<file path="config.mk">
export PLATFORM = sky130hd
export DESIGN_NAME = tbdp_mul
export DESIGN_NICKNAME = d
export VERILOG_FILES = /design/src/sv/tbdp_pkg.sv /design/src/sv/tbdp_mul.sv
export SDC_FILE = /design/constraint.sdc
export NUM_CORES = 2
export LEC_CHECK = 0
export ABC_AREA = 1
export BUFFER_PORTS_ARGS = -buffer_cell sky130_fd_sc_hd__buf_2
export CORE_AREA = 5 5 322 324
export DETAILED_ROUTE_END_ITERATION = 8
export DIE_AREA = 0 0 327 329
export SLEW_MARGIN = 25
export SYNTH_ARGS = -nofsm -noshare
export SYNTH_HDL_FRONTEND = slang
export SYNTH_SLANG_ARGS = --single-unit
</file>
<file path="constraint.sdc">
create_clock -name clk -period 7 [get_ports clk]
set_input_delay 0.35 -clock clk [delete_from_list [all_inputs] [get_ports clk]]
set_output_delay 0.35 -clock clk [all_outputs]
set_load 0.03 [all_outputs]
</file>
<file path="src/sv/tbdp_pkg.sv">
package tbdp_pkg;

    localparam int MAX_COLS   = 4096;
    localparam int BLOCK_SIZE = 256;
    localparam int ACT_WIDTH  = 16;
    localparam int MAX_BLOCKS = MAX_COLS / BLOCK_SIZE;
    localparam int BLK_CNT_W  = $clog2(MAX_BLOCKS);
    localparam int BYTES_PER_BLOCK = BLOCK_SIZE / 4;
    localparam int POS_W      = $clog2(BYTES_PER_BLOCK);

    // activation store banked four ways by address bits 6:5
    localparam int BANKS      = 4;
    localparam int BANK_DEPTH = MAX_COLS / BANKS;
    localparam int BANK_AW    = $clog2(BANK_DEPTH);

    localparam int BLK_W   = 24;
    localparam int ROW_W   = 48;
    localparam int SCALE_W = 32;
    localparam int MUL_A_W = 24;
    localparam int MUL_B_W = 32;
    localparam int MUL_P_W = MUL_A_W + MUL_B_W;
    localparam int PROD_W  = 80;

    localparam logic [POS_W-1:0]     POS_LAST    = POS_W'(BYTES_PER_BLOCK - 1);
    localparam logic [BLK_CNT_W:0]   NBLK_MAX    = (BLK_CNT_W + 1)'(MAX_BLOCKS);
    localparam logic [16:0]          ROW_CNT_MAX = 17'd65536;

    // operation codes
    localparam logic [1:0] OP_LOAD   = 2'd0;
    localparam logic [1:0] OP_SCALE  = 2'd1;
    localparam logic [1:0] OP_WEIGHT = 2'd2;

    // ternary weight codes
    localparam logic [1:0] W_NEG  = 2'd0;
    localparam logic [1:0] W_ZERO = 2'd1;
    localparam logic [1:0] W_POS  = 2'd2;
    localparam logic [1:0] W_TWO  = 2'd3;

    // register indexes
    localparam logic [1:0] REG_BLOCKS = 2'd0;
    localparam logic [1:0] REG_TSCALE = 2'd1;
    localparam logic [1:0] REG_FIRST  = 2'd2;
    localparam logic [1:0] REG_END    = 2'd3;

    typedef struct packed {
        logic [4:0]                 blocks;
        logic signed [SCALE_W-1:0]  tscale;
        logic [15:0]                first_row;
        logic [16:0]                end_row;
        logic                       first_load;
    } tbdp_cfg_t;

    localparam tbdp_cfg_t CFG_RESET = '{
        blocks:     5'd1,
        tscale:     32'sd65536,
        first_row:  16'd0,
        end_row:    17'd65536,
        first_load: 1'b0
    };

    typedef logic [BANKS-1:0][ACT_WIDTH-1:0] tbdp_acts_t;

    typedef enum logic [2:0] {
        S_IDLE,
        S_LAST,
        S_BLK_MUL,
        S_BLK_ADD,
        S_ROW_LO,
        S_ROW_HI,
        S_ROW_RND,
        S_ROW_EMIT
    } tbdp_state_t;

endpackage

</file>
<file path="src/sv/tbdp_mul.sv">
module tbdp_mul (
    input  logic                            clk,
    input  logic [tbdp_pkg::MUL_A_W-1:0]    a,
    input  logic [tbdp_pkg::MUL_B_W-1:0]    b,
    output logic [tbdp_pkg::MUL_P_W-1:0]    p
);

    logic [tbdp_pkg::MUL_P_W-1:0] p_reg;

    always_ff @(posedge clk)
    begin
        p_reg <= tbdp_pkg::MUL_P_W'(a) * tbdp_pkg::MUL_P_W'(b);
    end

    assign p = p_reg;

endmodule

</file>
==> reports/results.ini <==
[status]
outcome=completed

[timing]
hold_viol=0
fmax_mhz=156
worst_pin_slew_ns=0.738
setup_tns_ns=0
finalSetupViolCount=0
slew_violations=0
layout_min_cycle_time_ns=6.42
maxSlewHeadroom_pct=50.8
grt_setup_unrepaired=false
finalCritPeriodShare_pct=91.7
whs_ns=0.635

[drt]
wl_per_cell_um=15.8
drc=0
vias=22172
finalWirelength_um=81200
viasPerCell=4.32
drt-pass1-iter-count=5
drtAntennaViolNets=0
drt_iter0_markers=1407

[global_route]
grt_max_degree=33
grt_pass1_wl_um=132000
antenna_found_initial=13
grt_use_total_pct=15.5
grt.overflow.total=0
grt_pass1_vias=23822

[final_layout]
area_growth_pct=8.68
largest_reg_flops=56
layout_commonest_cell=inv_1
drive_gt1_share_pct=6.34
layout.cells.most_common_list=inv_1, nand2_1, fa_1
fin_nets=4715

[setup_path]
path_cells=buf_2 -> buf_4 -> nand2_1 -> fa_1 -> inv_1 -> fa_1 -> inv_1 -> fa_1 -> inv_1 -> fa_1 -> fa_1 -> fa_1 -> inv_1 -> fa_1 -> inv_1 -> ha_1 -> nand2_1 -> inv_1 -> nand2_1 -> nor3_1 -> nand2_1 -> nand2_1 -> xor2_1
start_kind=input port
cp.buffers_inverters=8
max_stage_delay_ns=0.55
critPathKind=in2reg
path_max_fanout=22
critPathRequiredTime_ns=7.17
cp_slowest_cell=fa_1
arrival_ns=6.59
crit_family=adder cells
crit_path_frequent_cell=fa_1
critPathCaptureType=flop

[clock_tree]
cts_resized=0
cts_tree=built
cts_root_buf=clkbuf_16
ctsLongestPathBuffers=2
cts_num_sinks=56
path_clk_slew_ns=0.08
htreeDepth=2
ctsHoldBuffers=0
cts_buffers=5
cts_setup_buffers=0

[min_path]
min_path_type=in2reg

[place]
numPortBuffers=112
gp_congestion=0.912
dp_hpwl_um=70400

[logic_synthesis]
synth_cell_types=34
ys_ff_latch=56
synth_adder_area_share_pct=55.3
yosysSeqAreaShare_pct=4.01
synth_warnings=0
netlist_instances=3763
synth_top_family_by_area=adder cells
synth_compound_area_share_pct=1.14
synthSimpleGateAreaFrac_pct=19.2
syn_nets=4660
synth.cell_area_mm2=0.0279
avgSynthCellArea_um2=7.42
synth-xor-area-share_pct=1.10
synthMuxAreaShare_pct=0

[job]
cap_viol_max_count=0

[floorplan]
coreArea_mm2=0.101
rows=117
ioPinCount=113
die-height_um=329
dieArea_mm2=0.108
initial_core_util_pct=27.7
die_w_um=327

## synthesized netlist by cell type, drive strengths merged
library cell | number | area share, %
fa | 658 | 47
nor3b | 1 | 0.045
a21o | 2 | 0.054
dfxtp | 56 | 4.0
clkbuf | 136 | 1.8
nor4 | 2 | 0.045
xnor2 | 5 | 0.16
nand3b | 2 | 0.054
o21bai | 5 | 0.13
ha | 182 | 8.2
o21a | 3 | 0.081
nand3 | 59 | 1.2
and2 | 7 | 0.16
o21ai | 6 | 0.11
inv | 1295 | 17
and3 | 1 | 0.022
nor3 | 13 | 0.35
a21oi | 41 | 0.73
or2 | 2 | 0.045
nand4 | 12 | 0.27
xor2 | 30 | 0.94
a21boi | 1 | 0.027
nand2 | 1167 | 16
nor2 | 77 | 1.2
## kinds of logic (layout without fill, tap and decap cells)
| family | Yosys count | after routing |
|---|---|---|
| buffers and inverters | 1431 | 1487 |
| AND/OR/NAND/NOR | 1343 | 1343 |
| adder cells (fa/ha/maj) | 840 | 840 |
| AO/OA/AOI/OAI | 58 | 58 |
| flip-flops | 56 | 56 |
| XOR/XNOR | 35 | 35 |
| other | 0 | 4 |
## cell type report
class,count,area (µm²)
fill,10863,70500
multi-input combinational,2276,21400
antenna,4,10.0
clock buffer,5,125
clock inverter,3,22.5
inverter,1295,4860
timing repair buffer,184,1140
tap,1309,1640
sequential,56,1120
## through the flow
stage / area (µm²) / instances / worst slack [ns] / utilization, %
6_report: 30400 / 5132 / 0.579 / 30.1
5_1_grt: 30300 / 5128 / 0.282 / 30.1
4_1_cts: 30300 / 5128 / 0.589 / 30.1
3_5_place_dp: 30200 / 5120 / 0.252 / 29.9
3_3_place_gp: 30200 / 5120 / 0.209 / 29.9
2_1_floorplan: 27900 / 3763 / 1.35 / -
## path summary, 6_finish.rpt
path                  cells after the start  start    end
worst min-delay path                      4   b[0]   p[0]
worst max-delay path                     23   a[4]  p[19]
## per-layer routing
layer  track usage, %  up-vias  part of all wire (%)
met3             2.64      102                   7.2
met5                0        -                 0.063
li1                 -    10335                     -
met4             3.06        8                   1.9
met2             25.0      694                    45
met1             22.2    11033                    46
## tightest hold or removal path: stages
cell and delay [ns]:
buf_2 0.21, buf_4 0.24, nand2_1 0.08, inv_1 0.03
Power is left out: the tool's default activity adds up to more than one toggle a clock period on the data nets, which glitch-free logic cannot reach.
