<file path="config.mk">
export PLATFORM = sky130hd
export DESIGN_NAME = tbdp_regs
export DESIGN_NICKNAME = d
export VERILOG_FILES = /design/src/sv/tbdp_pkg.sv /design/src/sv/tbdp_regs.sv
export SDC_FILE = /design/constraint.sdc
export NUM_CORES = 1
export LEC_CHECK = 0
export ABC_AREA = 1
export ABC_CLOCK_PERIOD_IN_PS = 1950
export BUFFER_PORTS_ARGS = -buffer_cell sky130_fd_sc_hd__buf_2
export CAP_MARGIN = 30
export CORE_UTILIZATION = 50
export CTS_CLUSTER_DIAMETER = 60
export CTS_CLUSTER_SIZE = 28
export DETAILED_ROUTE_END_ITERATION = 6
export PLACE_DENSITY_LB_ADDON = 0.05
export SKIP_CTS_REPAIR_TIMING = 1
export SLEW_MARGIN = 20
export SYNTH_ARGS = -nofsm -noshare
export SYNTH_HDL_FRONTEND = slang
export SYNTH_SLANG_ARGS = --single-unit
</file>
<file path="constraint.sdc">
create_clock -name clk -period 1.95 [get_ports clk]
set_clock_uncertainty 0.2 [all_clocks]
set_input_delay 0.4875 -clock clk [delete_from_list [all_inputs] [get_ports clk]]
set_output_delay 0.4875 -clock clk [all_outputs]
set_load 0.02 [all_outputs]
</file>
<file path="src/sv/tbdp_pkg.sv">
package tbdp_pkg;

    localparam int MAX_COLS   = 4096;
    localparam int BLOCK_SIZE = 256;
    localparam int ACT_WIDTH  = 16;
    localparam int MAX_BLOCKS = MAX_COLS / BLOCK_SIZE;
    localparam int BLK_CNT_W  = $clog2(MAX_BLOCKS);
    localparam int BYTES_PER_BLOCK = BLOCK_SIZE / 4;
    localparam int POS_W      = $clog2(BYTES_PER_BLOCK);

    // activation store banked four ways by address bits 6:5
    localparam int BANKS      = 4;
    localparam int BANK_DEPTH = MAX_COLS / BANKS;
    localparam int BANK_AW    = $clog2(BANK_DEPTH);

    localparam int BLK_W   = 24;
    localparam int ROW_W   = 48;
    localparam int SCALE_W = 32;
    localparam int MUL_A_W = 24;
    localparam int MUL_B_W = 32;
    localparam int MUL_P_W = MUL_A_W + MUL_B_W;
    localparam int PROD_W  = 80;

    localparam logic [POS_W-1:0]     POS_LAST    = POS_W'(BYTES_PER_BLOCK - 1);
    localparam logic [BLK_CNT_W:0]   NBLK_MAX    = (BLK_CNT_W + 1)'(MAX_BLOCKS);
    localparam logic [16:0]          ROW_CNT_MAX = 17'd65536;

    // operation codes
    localparam logic [1:0] OP_LOAD   = 2'd0;
    localparam logic [1:0] OP_SCALE  = 2'd1;
    localparam logic [1:0] OP_WEIGHT = 2'd2;

    // ternary weight codes
    localparam logic [1:0] W_NEG  = 2'd0;
    localparam logic [1:0] W_ZERO = 2'd1;
    localparam logic [1:0] W_POS  = 2'd2;
    localparam logic [1:0] W_TWO  = 2'd3;

    // register indexes
    localparam logic [1:0] REG_BLOCKS = 2'd0;
    localparam logic [1:0] REG_TSCALE = 2'd1;
    localparam logic [1:0] REG_FIRST  = 2'd2;
    localparam logic [1:0] REG_END    = 2'd3;

    typedef struct packed {
        logic [4:0]                 blocks;
        logic signed [SCALE_W-1:0]  tscale;
        logic [15:0]                first_row;
        logic [16:0]                end_row;
        logic                       first_load;
    } tbdp_cfg_t;

    localparam tbdp_cfg_t CFG_RESET = '{
        blocks:     5'd1,
        tscale:     32'sd65536,
        first_row:  16'd0,
        end_row:    17'd65536,
        first_load: 1'b0
    };

    typedef logic [BANKS-1:0][ACT_WIDTH-1:0] tbdp_acts_t;

    typedef enum logic [2:0] {
        S_IDLE,
        S_LAST,
        S_BLK_MUL,
        S_BLK_ADD,
        S_ROW_LO,
        S_ROW_HI,
        S_ROW_RND,
        S_ROW_EMIT
    } tbdp_state_t;

endpackage

</file>
<file path="src/sv/tbdp_regs.sv">
module tbdp_regs (
    input  logic                  clk,
    input  logic                  rst_n,
    input  logic                  psel,
    input  logic                  penable,
    input  logic                  pwrite,
    input  logic [3:0]            paddr,
    input  logic [31:0]           pwdata,
    output logic [31:0]           prdata,
    output logic                  pready,
    output tbdp_pkg::tbdp_cfg_t   cfg
);

    tbdp_pkg::tbdp_cfg_t cfg_reg;
    tbdp_pkg::tbdp_cfg_t cfg_next;
    logic                wr_en;

    assign pready = 1'b1;
    assign wr_en  = psel && penable && pwrite;
    assign cfg    = cfg_reg;

    always_comb
    begin
        cfg_next            = cfg_reg;
        cfg_next.first_load = 1'b0;
        if (wr_en)
        begin
            unique case (paddr[3:2])
                tbdp_pkg::REG_BLOCKS: cfg_next.blocks = pwdata[4:0];
                tbdp_pkg::REG_TSCALE: cfg_next.tscale = pwdata;
                tbdp_pkg::REG_FIRST:
                begin
                    cfg_next.first_row  = pwdata[15:0];
                    cfg_next.first_load = 1'b1;
                end
                tbdp_pkg::REG_END:    cfg_next.end_row = pwdata[16:0];
            endcase
        end
    end

    always_comb
    begin
        unique case (paddr[3:2])
            tbdp_pkg::REG_BLOCKS: prdata = 32'(cfg_reg.blocks);
            tbdp_pkg::REG_TSCALE: prdata = 32'(cfg_reg.tscale);
            tbdp_pkg::REG_FIRST:  prdata = 32'(cfg_reg.first_row);
            tbdp_pkg::REG_END:    prdata = 32'(cfg_reg.end_row);
        endcase
    end

    always_ff @(posedge clk or negedge rst_n)
    begin
        if (!rst_n)
        begin
            cfg_reg <= tbdp_pkg::CFG_RESET;
        end
        else
        begin
            cfg_reg <= cfg_next;
        end
    end

endmodule

</file>
==> results.py <==
metrics = {
    "grt": {
        "grt_pass1_wl_um": 13800,
        "grt_remaining_overflow": 0,
        "grt_usage": 0.279,
        "grt_max_degree": 72,
        "grt_pass1_vias": 2813,
        "antenna_found_initial": 0,
    },
    "clocking": {
        "htree_levels": 3,
        "clk_path_buf_depth": 2,
        "cts_root_buffer": "clkbuf_8",
        "clk_latency_ns": 0.34,
        "cts_tree": "built",
        "cts_buffers": 9,
        "clkTransAtPathRegs_ns": 0.07,
        "clock_sinks": 71,
    },
    "timing": {
        "hold_viol_final": 0,
        "setup_violations": 0,
        "slew_violations": 0,
        "min_period_ns": 1.93,
        "fmax_ghz": 0.518,
        "post-route-period-util": 0.990,
    },
    "layout": {
        "layout_common_cells": "254 x nand2_1, 128 x buf_2, 68 x dfrtp_1",
        "utilization": 0.748,
        "diodes": 0,
        "area_growth_pct": 41.8,
        "largest_reg_flops": 71,
        "layout_commonest_cell": "nand2_1",
        "drive_gt1_frac": 0.354,
        "nets": 628,
    },
    "yosys": {
        "avgSynthCellArea_sq_um": 7.56,
        "synthArstFlopShare": 1.00,
        "yosysSeqAreaShare": 0.557,
        "syn_area_sq_mm": 0.00320,
        "synthFlopType": "dfrtp_1",
        "synth-seq-cells": 71,
        "yosysWarnings": 0,
        "synth_top_area_share": 0.532,
        "synth_cell_types": 15,
        "synth_edf_count": 0,
        "synthTopCellsByArea": "dfrtp_1 53%, nand2_1 30%, nand3_1 4.2%, dfstp_2 2.5%, nor2_1 2.1%",
        "syn_nets": 464,
        "synthCells": 423,
        "synth_top_area_cell": "dfrtp_1",
    },
    "worst_hold_path": {
        "hold_class": "input pin to flip-flop",
        "hold_depth": 3,
        "holdPathEnd": "cfg[51]",
        "holdCritStartpoint": "pwdata[17]",
    },
    "run_status": {
        "status": "completed",
    },
    "die": {
        "num_io_pins": 145,
        "start_util": 0.527,
        "fp.dieW_um": 82.0,
        "dieArea_sq_mm": 0.00672,
        "core_sq_mm": 0.00606,
        "num_rows": 28,
        "die_y_um": 82.0,
    },
    "worst_setup_path": {
        "cp.arrival_ns": 1.24,
        "cpMaxStageDelayCell": "buf_6",
        "startpoint_type": "input pin",
        "path_delay_family": "buffers and inverters",
        "reg2reg_to": "cfg[17]",
        "critical_path.cell_chain": "buf_6 > buf_6 > buf_4 > nand3_1 > nand4_1 > buf_6",
        "slowest_delay_ns": 0.15,
        "crit_type": "input pin to primary output",
        "critPathRequiredTime_ns": 1.26,
        "end_kind": "primary output",
        "critPathBufInv": 4,
        "r2r_cells": 2,
        "cpMostUsedCell": "buf_6",
        "r2r_start": "cfg[17]",
        "r2r_slack_ns": 1.03,
        "cp_max_fo": 5,
    },
    "run": {
        "maxCapViolations": 0,
    },
    "detailed_routing": {
        "drt_iter0_drc": 188,
        "drt_wl_total_um": 9220,
        "ant_nets": 0,
        "post_drt_wl_per_cell_um": 13.8,
        "via_per_inst": 4.98,
        "drcViolationCount": 0,
        "num_vias": 3316,
        "firstDrtPassIters": 7,
    },
    "pwr": {
        "pwr-share-comb": 0.310,
        "power_density_mw_per_mm2": 1050,
        "power_leakage_nw": 2.69,
        "clockPowerShare": 0.265,
        "switching_power_w": 0.00173,
        "seqPwrFrac": 0.424,
        "p_sw_frac": 0.361,
        "p_total_w": 0.00478,
        "p_int_w": 0.00306,
        "ir_drop_uv": 626,
    },
    "placed_design": {
        "post-dp-hpwl_um": 6020,
        "port_buffers": 141,
        "routabilityCongestion": 0.823,
    },
}
[per-stage QoR]
stage	setup TNS [ns]	instances	area [sq um]	hold WS, ns	setup slack (ns)
floorplan	0	423	3200	-0.00809	0.0775
global placement	-0.380	641	4070	0.257	-0.0392
detailed placement	-0.500	641	4070	0.271	-0.0547
CTS	-0.569	656	4280	-0.0211	-0.0572
global route	-0.0211	666	4530	0.148	-0.0163
finish	0	666	4530	0.146	0.0188
[tightest hold or removal path, delay by kind of cell]
kind | cells | cell delay [ns]
buffers and inverters | 1 | 0.07
and+or+nand+nor | 2 | 0.09
[how the worst max path moves through the flow]
stage                       to  cells past startpoint      from
floorplan           prdata[17]                      4  paddr[3]
global placement     prdata[3]                      7  paddr[2]
detailed placement   prdata[3]                      7  paddr[2]
CTS                  prdata[3]                      7  paddr[2]
global route         prdata[3]                      7  paddr[3]
finish               prdata[2]                      6  paddr[3]
[synth_stat cells (3+ instances only)]
cell type  number
dfrtp_1        68
buf_4           6
nand2_1       258
inv_2           5
nand4_1         5
nand3_1        27
dfstp_2         3
clkbuf_1        4
inv_1          16
nor2_1         18
buf_2           7
[per-layer routing]
metal	vias up	global-route usage	share of wire
met5	-	0	0
li1	1609	-	-
met4	0	0.107	0.015
met2	134	0.456	0.50
met1	1557	0.366	0.42
met3	16	0.0544	0.069
[logic make-up (layout without fill, tap and decap cells)]
| kind of cell | count (synthesis) | count (layout) | synth area share |
|---|---|---|---|
| DFF | 71 | 71 | 0.557 |
| other | 1 | 1 | 0.00117 |
| and+or+nand+nor | 313 | 313 | 0.387 |
| buffers and inverters | 38 | 206 | 0.0544 |
[power groups by stage]
stage	Sequential [W]	Combinational, W	Clock, W
after global routing	0.00207	0.00163	0.00135
final	0.00203	0.00148	0.00127
after detailed placement	0.00204	0.00141	0
after floorplan	0.00238	0.000469	0
after CTS	0.00202	0.00141	0.00128
after global placement	0.00203	0.00138	0
[final cells by class]
type	count	area, sq um
Tap cell	75	93.8
Timing Repair Buffer	169	1040
Timing Repair inverter	1	6.26
Sequential cell	71	1780
Fill cell	494	1530
Inverter	21	91.3
Clock buffer	11	141
Multi-Input combinational cell	314	1310
Clock inverter	4	70.1
Note: power is estimated with default switching activity, not from simulation.
