$ cat src/sv/tbdp_pkg.sv
package tbdp_pkg;

    localparam int MAX_COLS   = 4096;
    localparam int BLOCK_SIZE = 256;
    localparam int ACT_WIDTH  = 16;
    localparam int MAX_BLOCKS = MAX_COLS / BLOCK_SIZE;
    localparam int BLK_CNT_W  = $clog2(MAX_BLOCKS);
    localparam int BYTES_PER_BLOCK = BLOCK_SIZE / 4;
    localparam int POS_W      = $clog2(BYTES_PER_BLOCK);

    // activation store banked four ways by address bits 6:5
    localparam int BANKS      = 4;
    localparam int BANK_DEPTH = MAX_COLS / BANKS;
    localparam int BANK_AW    = $clog2(BANK_DEPTH);

    localparam int BLK_W   = 24;
    localparam int ROW_W   = 48;
    localparam int SCALE_W = 32;
    localparam int MUL_A_W = 24;
    localparam int MUL_B_W = 32;
    localparam int MUL_P_W = MUL_A_W + MUL_B_W;
    localparam int PROD_W  = 80;

    localparam logic [POS_W-1:0]     POS_LAST    = POS_W'(BYTES_PER_BLOCK - 1);
    localparam logic [BLK_CNT_W:0]   NBLK_MAX    = (BLK_CNT_W + 1)'(MAX_BLOCKS);
    localparam logic [16:0]          ROW_CNT_MAX = 17'd65536;

    // operation codes
    localparam logic [1:0] OP_LOAD   = 2'd0;
    localparam logic [1:0] OP_SCALE  = 2'd1;
    localparam logic [1:0] OP_WEIGHT = 2'd2;

    // ternary weight codes
    localparam logic [1:0] W_NEG  = 2'd0;
    localparam logic [1:0] W_ZERO = 2'd1;
    localparam logic [1:0] W_POS  = 2'd2;
    localparam logic [1:0] W_TWO  = 2'd3;

    // register indexes
    localparam logic [1:0] REG_BLOCKS = 2'd0;
    localparam logic [1:0] REG_TSCALE = 2'd1;
    localparam logic [1:0] REG_FIRST  = 2'd2;
    localparam logic [1:0] REG_END    = 2'd3;

    typedef struct packed {
        logic [4:0]                 blocks;
        logic signed [SCALE_W-1:0]  tscale;
        logic [15:0]                first_row;
        logic [16:0]                end_row;
        logic                       first_load;
    } tbdp_cfg_t;

    localparam tbdp_cfg_t CFG_RESET = '{
        blocks:     5'd1,
        tscale:     32'sd65536,
        first_row:  16'd0,
        end_row:    17'd65536,
        first_load: 1'b0
    };

    typedef logic [BANKS-1:0][ACT_WIDTH-1:0] tbdp_acts_t;

    typedef enum logic [2:0] {
        S_IDLE,
        S_LAST,
        S_BLK_MUL,
        S_BLK_ADD,
        S_ROW_LO,
        S_ROW_HI,
        S_ROW_RND,
        S_ROW_EMIT
    } tbdp_state_t;

endpackage

$ cat src/sv/tbdp_ctrl.sv
module tbdp_ctrl (
    input  logic                              clk,
    input  logic                              rst_n,
    input  tbdp_pkg::tbdp_cfg_t               cfg,
    input  logic                              in_valid,
    output logic                              in_stall,
    input  logic [1:0]                        operation,
    input  logic [15:0]                       block_scale,
    input  logic [7:0]                        weight_byte,
    output logic                              rd_en,
    output logic [tbdp_pkg::BANK_AW-1:0]      rd_addr,
    input  tbdp_pkg::tbdp_acts_t              rd_data,
    output logic [tbdp_pkg::MUL_A_W-1:0]      mul_a,
    output logic [tbdp_pkg::MUL_B_W-1:0]      mul_b,
    input  logic [tbdp_pkg::MUL_P_W-1:0]      mul_p,
    output logic                              out_valid,
    input  logic                              out_stall,
    output logic signed [47:0]                row_value,
    output logic [15:0]                       row_index,
    output logic                              saturated
);

    // four codes of one byte into the block sum, saturating at each step
    function automatic logic [tbdp_pkg::BLK_W:0] blk_accumulate(
        input logic signed [tbdp_pkg::BLK_W-1:0] acc_in,
        input logic [7:0]                        codes,
        input tbdp_pkg::tbdp_acts_t              acts
    );
        logic signed [tbdp_pkg::BLK_W-1:0] acc;
        logic signed [17:0]                a_ext;
        logic signed [17:0]                term;
        logic signed [25:0]                sum;
        logic                              sat;
        acc = acc_in;
        sat = 1'b0;
        for (int k = 0; k < tbdp_pkg::BANKS; k++)
        begin
            a_ext = 18'(signed'(acts[k]));
            case (codes[2*k +: 2])
                tbdp_pkg::W_NEG:  term = -a_ext;
                tbdp_pkg::W_ZERO: term = '0;
                tbdp_pkg::W_POS:  term = a_ext;
                default:          term = a_ext <<< 1;
            endcase
            sum = 26'(acc) + 26'(term);
            if (sum > 26'sd8388607)
            begin
                acc = 24'sh7FFFFF;
                sat = 1'b1;
            end
            else if (sum < -26'sd8388608)
            begin
                acc = 24'sh800000;
                sat = 1'b1;
            end
            else
            begin
                acc = sum[23:0];
            end
        end
        return {sat, acc};
    endfunction

    // half precision to signed q16.16, round half away from zero, saturating
    function automatic logic [32:0] half_to_q16(input logic [15:0] h);
        logic        neg;
        logic [4:0]  e;
        logic [9:0]  m;
        logic [10:0] mv;
        logic [3:0]  sh;
        logic [32:0] q;
        logic [32:0] lim;
        logic        sat;
        logic [31:0] val;
        neg = h[15];
        e   = h[14:10];
        m   = h[9:0];
        mv  = {1'b1, m};
        sh  = 4'(5'd9 - e);
        lim = neg ? 33'h080000000 : 33'h07FFFFFFF;
        if (e == 5'd31)
        begin
            q = lim + 33'd1;
        end
        else if (e == 5'd0)
        begin
            q = 33'((11'(m) + 11'd128) >> 8);
        end
        else if (e >= 5'd9)
        begin
            q = 33'(mv) << (e - 5'd9);
        end
        else
        begin
            q = (33'(mv) + (33'd1 << (sh - 4'd1))) >> sh;
        end
        sat = q > lim;
        if (sat)
        begin
            q = lim;
        end
        val = neg ? -q[31:0] : q[31:0];
        return {sat, val};
    endfunction

    // magnitude product to signed 48 bits: drop 16 fraction bits, round, saturate
    function automatic logic [tbdp_pkg::ROW_W:0] round_sat(
        input logic [tbdp_pkg::PROD_W-1:0] prod,
        input logic                        neg
    );
        logic [tbdp_pkg::PROD_W-1:0] rs;
        logic [63:0]                 q;
        logic [47:0]                 lim;
        logic [47:0]                 mag_v;
        logic                        sat;
        rs    = prod + tbdp_pkg::PROD_W'(16'h8000);
        q     = rs[79:16];
        lim   = neg ? 48'h800000000000 : 48'h7FFFFFFFFFFF;
        sat   = q > 64'(lim);
        mag_v = sat ? lim : q[47:0];
        return {sat, (neg ? -mag_v : mag_v)};
    endfunction

    tbdp_pkg::tbdp_state_t state_reg, state_next;

    logic [tbdp_pkg::POS_W-1:0]         pos_reg, pos_next;
    logic [tbdp_pkg::BLK_CNT_W-1:0]     blk_cnt_reg, blk_cnt_next;
    logic [16:0]                        row_cnt_reg, row_cnt_next;
    logic signed [tbdp_pkg::BLK_W-1:0]  blk_acc_reg, blk_acc_next;
    logic signed [tbdp_pkg::ROW_W-1:0]  row_acc_reg, row_acc_next;
    logic signed [tbdp_pkg::SCALE_W-1:0] scale_reg, scale_next;
    logic                               row_sat_reg, row_sat_next;
    logic                               b_valid_reg, b_valid_next;
    logic [7:0]                         b_byte_reg, b_byte_next;
    logic [tbdp_pkg::MUL_P_W-1:0]       lo_prod_reg, lo_prod_next;
    logic signed [tbdp_pkg::ROW_W-1:0]  res_reg, res_next;
    logic                               res_sat_reg, res_sat_next;
    logic                               out_valid_reg, out_valid_next;
    logic signed [tbdp_pkg::ROW_W-1:0]  out_value_reg, out_value_next;
    logic [15:0]                        out_index_reg, out_index_next;
    logic                               out_sat_reg, out_sat_next;

    logic                               accept;
    logic                               out_free;
    logic [tbdp_pkg::BLK_W:0]           acc_res;
    logic [32:0]                        conv_res;
    logic [tbdp_pkg::MUL_A_W-1:0]       blk_mag;
    logic [tbdp_pkg::MUL_B_W-1:0]       scale_mag;
    logic [tbdp_pkg::ROW_W-1:0]         row_mag;
    logic [tbdp_pkg::MUL_B_W-1:0]       tscale_mag;
    logic [tbdp_pkg::ROW_W:0]           blk_prod_res;
    logic [tbdp_pkg::ROW_W:0]           row_prod_res;
    logic signed [tbdp_pkg::ROW_W:0]    row_sum;
    logic                               row_ovf;
    logic [tbdp_pkg::BLK_CNT_W:0]       nblk;

    assign in_stall = (state_reg != tbdp_pkg::S_IDLE);
    assign accept   = in_valid && !in_stall;
    assign out_free = !out_valid_reg || !out_stall;
    assign rd_addr  = {blk_cnt_reg, pos_reg};

    assign acc_res    = blk_accumulate(blk_acc_reg, b_byte_reg, rd_data);
    assign conv_res   = half_to_q16(block_scale);
    assign blk_mag    = blk_acc_reg[23] ? 24'(-blk_acc_reg) : 24'(blk_acc_reg);
    assign scale_mag  = scale_reg[31] ? 32'(-scale_reg) : 32'(scale_reg);
    assign row_mag    = row_acc_reg[47] ? 48'(-row_acc_reg) : 48'(row_acc_reg);
    assign tscale_mag = cfg.tscale[31] ? 32'(-cfg.tscale) : 32'(cfg.tscale);

    assign blk_prod_res = round_sat(tbdp_pkg::PROD_W'(mul_p), blk_acc_reg[23] ^ scale_reg[31]);
    // high partial product arrives the cycle after the low one, which is held in lo_prod_reg
    assign row_prod_res = round_sat(tbdp_pkg::PROD_W'(lo_prod_reg) + {mul_p, 24'b0},
                                    row_acc_reg[47] ^ cfg.tscale[31]);

    assign row_sum = 49'(row_acc_reg) + 49'(signed'(blk_prod_res[47:0]));
    assign row_ovf = row_sum[48] != row_sum[47];

    assign nblk = (cfg.blocks == 5'd0) ? 5'd1 :
                  (cfg.blocks > tbdp_pkg::NBLK_MAX) ? tbdp_pkg::NBLK_MAX : cfg.blocks;

    always_comb
    begin
        state_next     = state_reg;
        pos_next       = pos_reg;
        blk_cnt_next   = blk_cnt_reg;
        row_cnt_next   = row_cnt_reg;
        blk_acc_next   = blk_acc_reg;
        row_acc_next   = row_acc_reg;
        scale_next     = scale_reg;
        row_sat_next   = row_sat_reg;
        b_valid_next   = 1'b0;
        b_byte_next    = b_byte_reg;
        lo_prod_next   = lo_prod_reg;
        res_next       = res_reg;
        res_sat_next   = res_sat_reg;
        out_valid_next = out_valid_reg && out_stall;
        out_value_next = out_value_reg;
        out_index_next = out_index_reg;
        out_sat_next   = out_sat_reg;
        rd_en          = 1'b0;
        mul_a          = blk_mag;
        mul_b          = scale_mag;

        // second stage of a weight byte: activations are back from the store
        if (b_valid_reg)
        begin
            blk_acc_next = acc_res[23:0];
            row_sat_next = row_sat_reg | acc_res[24];
        end

        unique case (state_reg)
            tbdp_pkg::S_IDLE:
            begin
                if (accept)
                begin
                    unique case (operation)
                        tbdp_pkg::OP_SCALE:
                        begin
                            scale_next   = conv_res[31:0];
                            row_sat_next = row_sat_next | conv_res[32];
                            blk_acc_next = '0;
                            pos_next     = '0;
                        end
                        tbdp_pkg::OP_WEIGHT:
                        begin
                            rd_en        = 1'b1;
                            b_valid_next = 1'b1;
                            b_byte_next  = weight_byte;
                            pos_next     = pos_reg + 1'b1;
                            if (pos_reg == tbdp_pkg::POS_LAST)
                            begin
                                state_next = tbdp_pkg::S_LAST;
                            end
                        end
                        default:
                        begin
                        end
                    endcase
                end
            end
            tbdp_pkg::S_LAST:
            begin
                state_next = tbdp_pkg::S_BLK_MUL;
            end
            tbdp_pkg::S_BLK_MUL:
            begin
                state_next = tbdp_pkg::S_BLK_ADD;
            end
            tbdp_pkg::S_BLK_ADD:
            begin
                if (row_ovf)
                begin
                    row_acc_next = row_sum[48] ? 48'sh800000000000 : 48'sh7FFFFFFFFFFF;
                end
                else
                begin
                    row_acc_next = row_sum[47:0];
                end
                row_sat_next = row_sat_reg | blk_prod_res[48] | row_ovf;
                blk_acc_next = '0;
                if (({1'b0, blk_cnt_reg} + 1'b1) < nblk)
                begin
                    blk_cnt_next = blk_cnt_reg + 1'b1;
                    state_next   = tbdp_pkg::S_IDLE;
                end
                else
                begin
                    blk_cnt_next = '0;
                    state_next   = tbdp_pkg::S_ROW_LO;
                end
            end
            tbdp_pkg::S_ROW_LO:
            begin
                mul_a      = row_mag[23:0];
                mul_b      = tscale_mag;
                state_next = tbdp_pkg::S_ROW_HI;
            end
            tbdp_pkg::S_ROW_HI:
            begin
                mul_a        = row_mag[47:24];
                mul_b        = tscale_mag;
                lo_prod_next = mul_p;
                state_next   = tbdp_pkg::S_ROW_RND;
            end
            tbdp_pkg::S_ROW_RND:
            begin
                res_next     = row_prod_res[47:0];
                res_sat_next = row_sat_reg | row_prod_res[48];
                state_next   = tbdp_pkg::S_ROW_EMIT;
            end
            tbdp_pkg::S_ROW_EMIT:
            begin
                if (out_free)
                begin
                    // rows at or past end_row are computed and dropped
                    if (row_cnt_reg < cfg.end_row)
                    begin
                        out_valid_next = 1'b1;
                        out_value_next = res_reg;
                        out_index_next = row_cnt_reg[15:0];
                        out_sat_next   = res_sat_reg;
                    end
                    if (row_cnt_reg < tbdp_pkg::ROW_CNT_MAX)
                    begin
                        row_cnt_next = row_cnt_reg + 1'b1;
                    end
                    row_acc_next = '0;
                    row_sat_next = 1'b0;
                    state_next   = tbdp_pkg::S_IDLE;
                end
            end
            default:
            begin
                state_next = tbdp_pkg::S_IDLE;
            end
        endcase

        if (cfg.first_load)
        begin
            row_cnt_next = {1'b0, cfg.first_row};
        end
    end

    always_ff @(posedge clk or negedge rst_n)
    begin
        if (!rst_n)
        begin
            state_reg <= tbdp_pkg::S_IDLE;
        end
        else
        begin
            state_reg <= state_next;
        end
    end

    always_ff @(posedge clk or negedge rst_n)
    begin
        if (!rst_n)
        begin
            pos_reg       <= '0;
            blk_cnt_reg   <= '0;
            row_cnt_reg   <= '0;
            blk_acc_reg   <= '0;
            row_acc_reg   <= '0;
            scale_reg     <= '0;
            row_sat_reg   <= 1'b0;
            b_valid_reg   <= 1'b0;
            out_valid_reg <= 1'b0;
        end
        else
        begin
            pos_reg       <= pos_next;
            blk_cnt_reg   <= blk_cnt_next;
            row_cnt_reg   <= row_cnt_next;
            blk_acc_reg   <= blk_acc_next;
            row_acc_reg   <= row_acc_next;
            scale_reg     <= scale_next;
            row_sat_reg   <= row_sat_next;
            b_valid_reg   <= b_valid_next;
            out_valid_reg <= out_valid_next;
        end
    end

    always_ff @(posedge clk)
    begin
        b_byte_reg    <= b_byte_next;
        lo_prod_reg   <= lo_prod_next;
        res_reg       <= res_next;
        res_sat_reg   <= res_sat_next;
        out_value_reg <= out_value_next;
        out_index_reg <= out_index_next;
        out_sat_reg   <= out_sat_next;
    end

    assign out_valid = out_valid_reg;
    assign row_value = out_value_reg;
    assign row_index = out_index_reg;
    assign saturated = out_sat_reg;

endmodule

$ cat config.mk
export PLATFORM = sky130hd
export DESIGN_NAME = tbdp_ctrl
export DESIGN_NICKNAME = d
export VERILOG_FILES = /design/src/sv/tbdp_pkg.sv /design/src/sv/tbdp_ctrl.sv
export SDC_FILE = /design/constraint.sdc
export NUM_CORES = 2
export LEC_CHECK = 0
export BUFFER_PORTS_ARGS = -buffer_cell sky130_fd_sc_hd__buf_2
export CAP_MARGIN = 40
export CORE_ASPECT_RATIO = 1.75
export CORE_MARGIN = 2
export CORE_UTILIZATION = 50
export CTS_BUF_LIST = sky130_fd_sc_hd__clkbuf_8
export DETAILED_ROUTE_END_ITERATION = 7
export GPL_TIMING_DRIVEN = 0
export PLACE_DENSITY = 0.69
export SLEW_MARGIN = 30
export SYNTH_ARGS = -nofsm -noshare
export SYNTH_HDL_FRONTEND = slang
export SYNTH_SLANG_ARGS = --single-unit
export TNS_END_PERCENT = 50
$ cat constraint.sdc
create_clock -name clk -period 16.9 [get_ports clk]
set_clock_uncertainty 0.05 [all_clocks]
set_input_delay 4.225 -clock clk [delete_from_list [all_inputs] [get_ports clk]]
set_output_delay 4.225 -clock clk [all_outputs]
set_load 0.05 [all_outputs]
==> flow_metrics.py <==
metrics = {
    "floorplan": {
        "dieHeight_um": 366,
        "initial_utilization_pct": 50.6,
        "dieArea_um2": 77100,
        "rows": 132,
        "coreArea_um2": 74000,
        "fp.dieW_um": 211,
        "num_io_pins": 355,
    },
    "sta": {
        "clock.fmax_ghz": 0.0614,
        "slew_viol_final": 0,
        "tightest_slew_ns": 0.989,
        "slew_headroom_pct": 33.8,
        "final_hold_viol_count": 0,
        "setup_violations": 0,
        "timing.final.crit_share_pct": 96.3,
        "fin_crit_ns": 16.28,
    },
    "yosys": {
        "yosysWarningCount": 0,
        "ys_seq_elements": 300,
        "synthTopCellsByCount": "nand2_1, o21ai_0, nor2_1, a21oi_1, ha_1",
        "synthesis.nets": 5432,
        "yosys-top-cells-area": "edfxtp_1, ha_1, dfrtp_1",
        "synth.most_common_cell": "nand2_1",
        "ys.flop_type": "edfxtp_1",
        "syn_inst": 4892,
        "synth_seq_area_share_pct": 22.3,
        "synth_top_area_share_pct": 13.1,
        "synth_cell_types": 110,
        "avgSynthCellArea_um2": 7.65,
        "yosysTopAreaCell": "edfxtp_1",
        "synth-edff-count": 163,
        "netlist_area_um2": 37400,
        "async_flop_share_pct": 45.7,
    },
    "drt": {
        "postRouteAntennaNets": 0,
        "drc": 0,
        "dr.pass1.iters": 6,
        "wl_per_cell_um": 22.8,
        "via_per_inst": 6.36,
        "vias": 40157,
        "met2_length_um": 72500,
        "m1WireLength_um": 49700,
        "top_layer": "met5",
        "wl_met3_um": 8200,
        "routed_wirelength_um": 144000,
        "first_iter_violations": 2533,
    },
    "clock_tree": {
        "cts_tree": "done",
        "numCtsBuffers": 47,
        "clkSlewWorstSetupHoldPaths_ns": 0.07,
        "numClockSinks": 300,
        "htree_levels": 2,
        "insertion_delay_ns": 0.70,
        "cts_root_buf": "clkbuf_8",
        "cts_buffer_depth": 3,
    },
    "grt": {
        "grt_max_degree": 72,
        "track_usage_pct": 36.1,
        "antenna_found_initial": 12,
        "grt_pass1_wl_um": 218000,
        "gr-total-overflow": 0,
        "grt_pass1_vias": 39017,
    },
    "setup_path": {
        "crit_fanout": 10,
        "cp-start-kind": "primary input",
        "r2r-start": "b_byte_reg[0]",
        "reg2reg_to": "blk_acc_reg[11]",
        "slowest_stage": "ha_1",
        "crit_type": "primary input to register",
        "endpoint_kind": "register",
        "cp.arrival_ns": 16.83,
        "max_stage_delay_ns": 0.42,
        "critical_path_required_ns": 17.45,
        "r2r_slack_ns": 3.63,
        "r2r_cells": 62,
    },
    "run_status": {
        "status": "finished clean",
    },
    "final_layout": {
        "stdcell_count": 6318,
        "multi_input_area_um2": 28000,
        "area_growth_pct": 13.1,
        "num-nets-final": 5875,
        "final_cell_area_um2": 42300,
        "fillers": 7340,
        "seqCellArea_um2": 8320,
        "final_layout_size_suffix_gt1_share_pct": 13.6,
    },
    "placement": {
        "hpwl_um": 117000,
        "dp.cells": 6202,
        "place_area_um2": 40700,
        "numPortBuffers": 350,
        "place_congestion": 1.04,
    },
    "hold_path": {
        "holdPathEnd": "row_value[37]",
        "min_from": "res_reg[37]",
        "worstHoldPathCells": 0,
        "hold_class": "register to register",
    },
    "power": {
        "power_density_nw_per_um2": 257,
        "ir_worst_vdd_v": 0.000621,
        "p_total_mw": 10.9,
        "p_leak_nw": 17.7,
    },
    "run": {
        "cap_viol_max_count": 0,
    },
}
==> metal layers <==
layer,up-vias,GRT usage [%]
met1,18852,36.3
li1,18986,-
met4,8,29.1
met3,612,5.08
met2,1699,65.7
met5,-,0
==> layout make-up <==
class	count	area share [%]
plain buffers	241	2.43
clock inverters	36	0.683
diodes	6	0.0355
repair buffers	395	5.29
inverters	144	1.28
clock buffers	52	1.69
multi-input cells	4206	66.2
flip-flops and latches	300	19.7
well taps	938	2.77
==> stage by stage <==
| stage | setup WS, ns | util, % | hold WS (ns) | TNS [ns] |
|---|---|---|---|---|
| 6_report | 0.623 | 57.2 | 0.361 | 0 |
| 5_1_grt | -0.0776 | 57.2 | 0.381 | -0.644 |
| 4_1_cts | 0.0461 | 56.7 | 0.365 | 0 |
| 3_5_place_dp | -3.15 | 55.0 | 0.355 | -75.30 |
| 3_3_place_gp | -2.97 | 54.5 | 0.354 | -70.72 |
| 2_1_floorplan | 0.0465 | - | 0.350 | 0 |
==> kinds of logic (layout without fill, tap and decap cells) <==
group	count (synthesis)	after routing	share of synthesized area, %
other	0	6	0
multiplexers	125	125	3.76
AND/OR/NAND/NOR	1806	1806	23.7
XOR/XNOR	390	390	9.13
buffers and inverters	386	868	4.06
adder cells (fa/ha/maj)	350	350	11.6
flip-flops	300	300	22.3
AO/OA/AOI/OAI	1535	1535	25.5
==> report_power, final <==
part,switching (mW),total [mW],internal [mW],leakage [nW]
Sequential,0.104,0.931,0.828,3.28
Combinational,5.58,9.27,3.69,13.8
Clock,0.331,0.681,0.350,0.548
==> how the worst max path moves through the flow <==
stage	from	endpoint	slack (ns)
5_1_grt	rd_data[0]	blk_acc_reg[11]	-0.08
4_1_cts	rd_data[0]	blk_acc_reg[14]	0.05
3_3_place_gp	rd_data[0]	blk_acc_reg[3]	-2.97
3_5_place_dp	rd_data[0]	blk_acc_reg[3]	-3.15
6_report	rd_data[1]	blk_acc_reg[11]	0.62
2_1_floorplan	rd_data[0]	blk_acc_reg[5]	0.05
==> worst max-delay path: cells and delay by family <==
family / cells / cell delay, ns
AOI/OAI and AO/OA: 33 / 5.96
adders and majority gates: 8 / 2.64
buffers and inverters: 10 / 1.43
and+or+nand+nor: 16 / 2.56
==> layout by cell type, fill, tap and decap left out, types with 160 or more instances in the layout <==
master,Yosys,final
nand2_1,498,496
nor2_1,459,456
ha_1,313,308
buf_2,21,382
o21ai_0,487,469
nor3_1,164,160
a21oi_1,411,399
xnor2_1,227,222
xor2_1,163,163
edfxtp_1,163,163
clkbuf_1,200,183
==> what timing repair did <==
item	CTS	global route
pin swaps	3	22
endpoints found under the hold margin	0	0
hold buffers	0	0
resized for setup	58	64
setup endpoints to repair	25	25
setup buffers	2	14
Power figures use the tool's default switching activity.
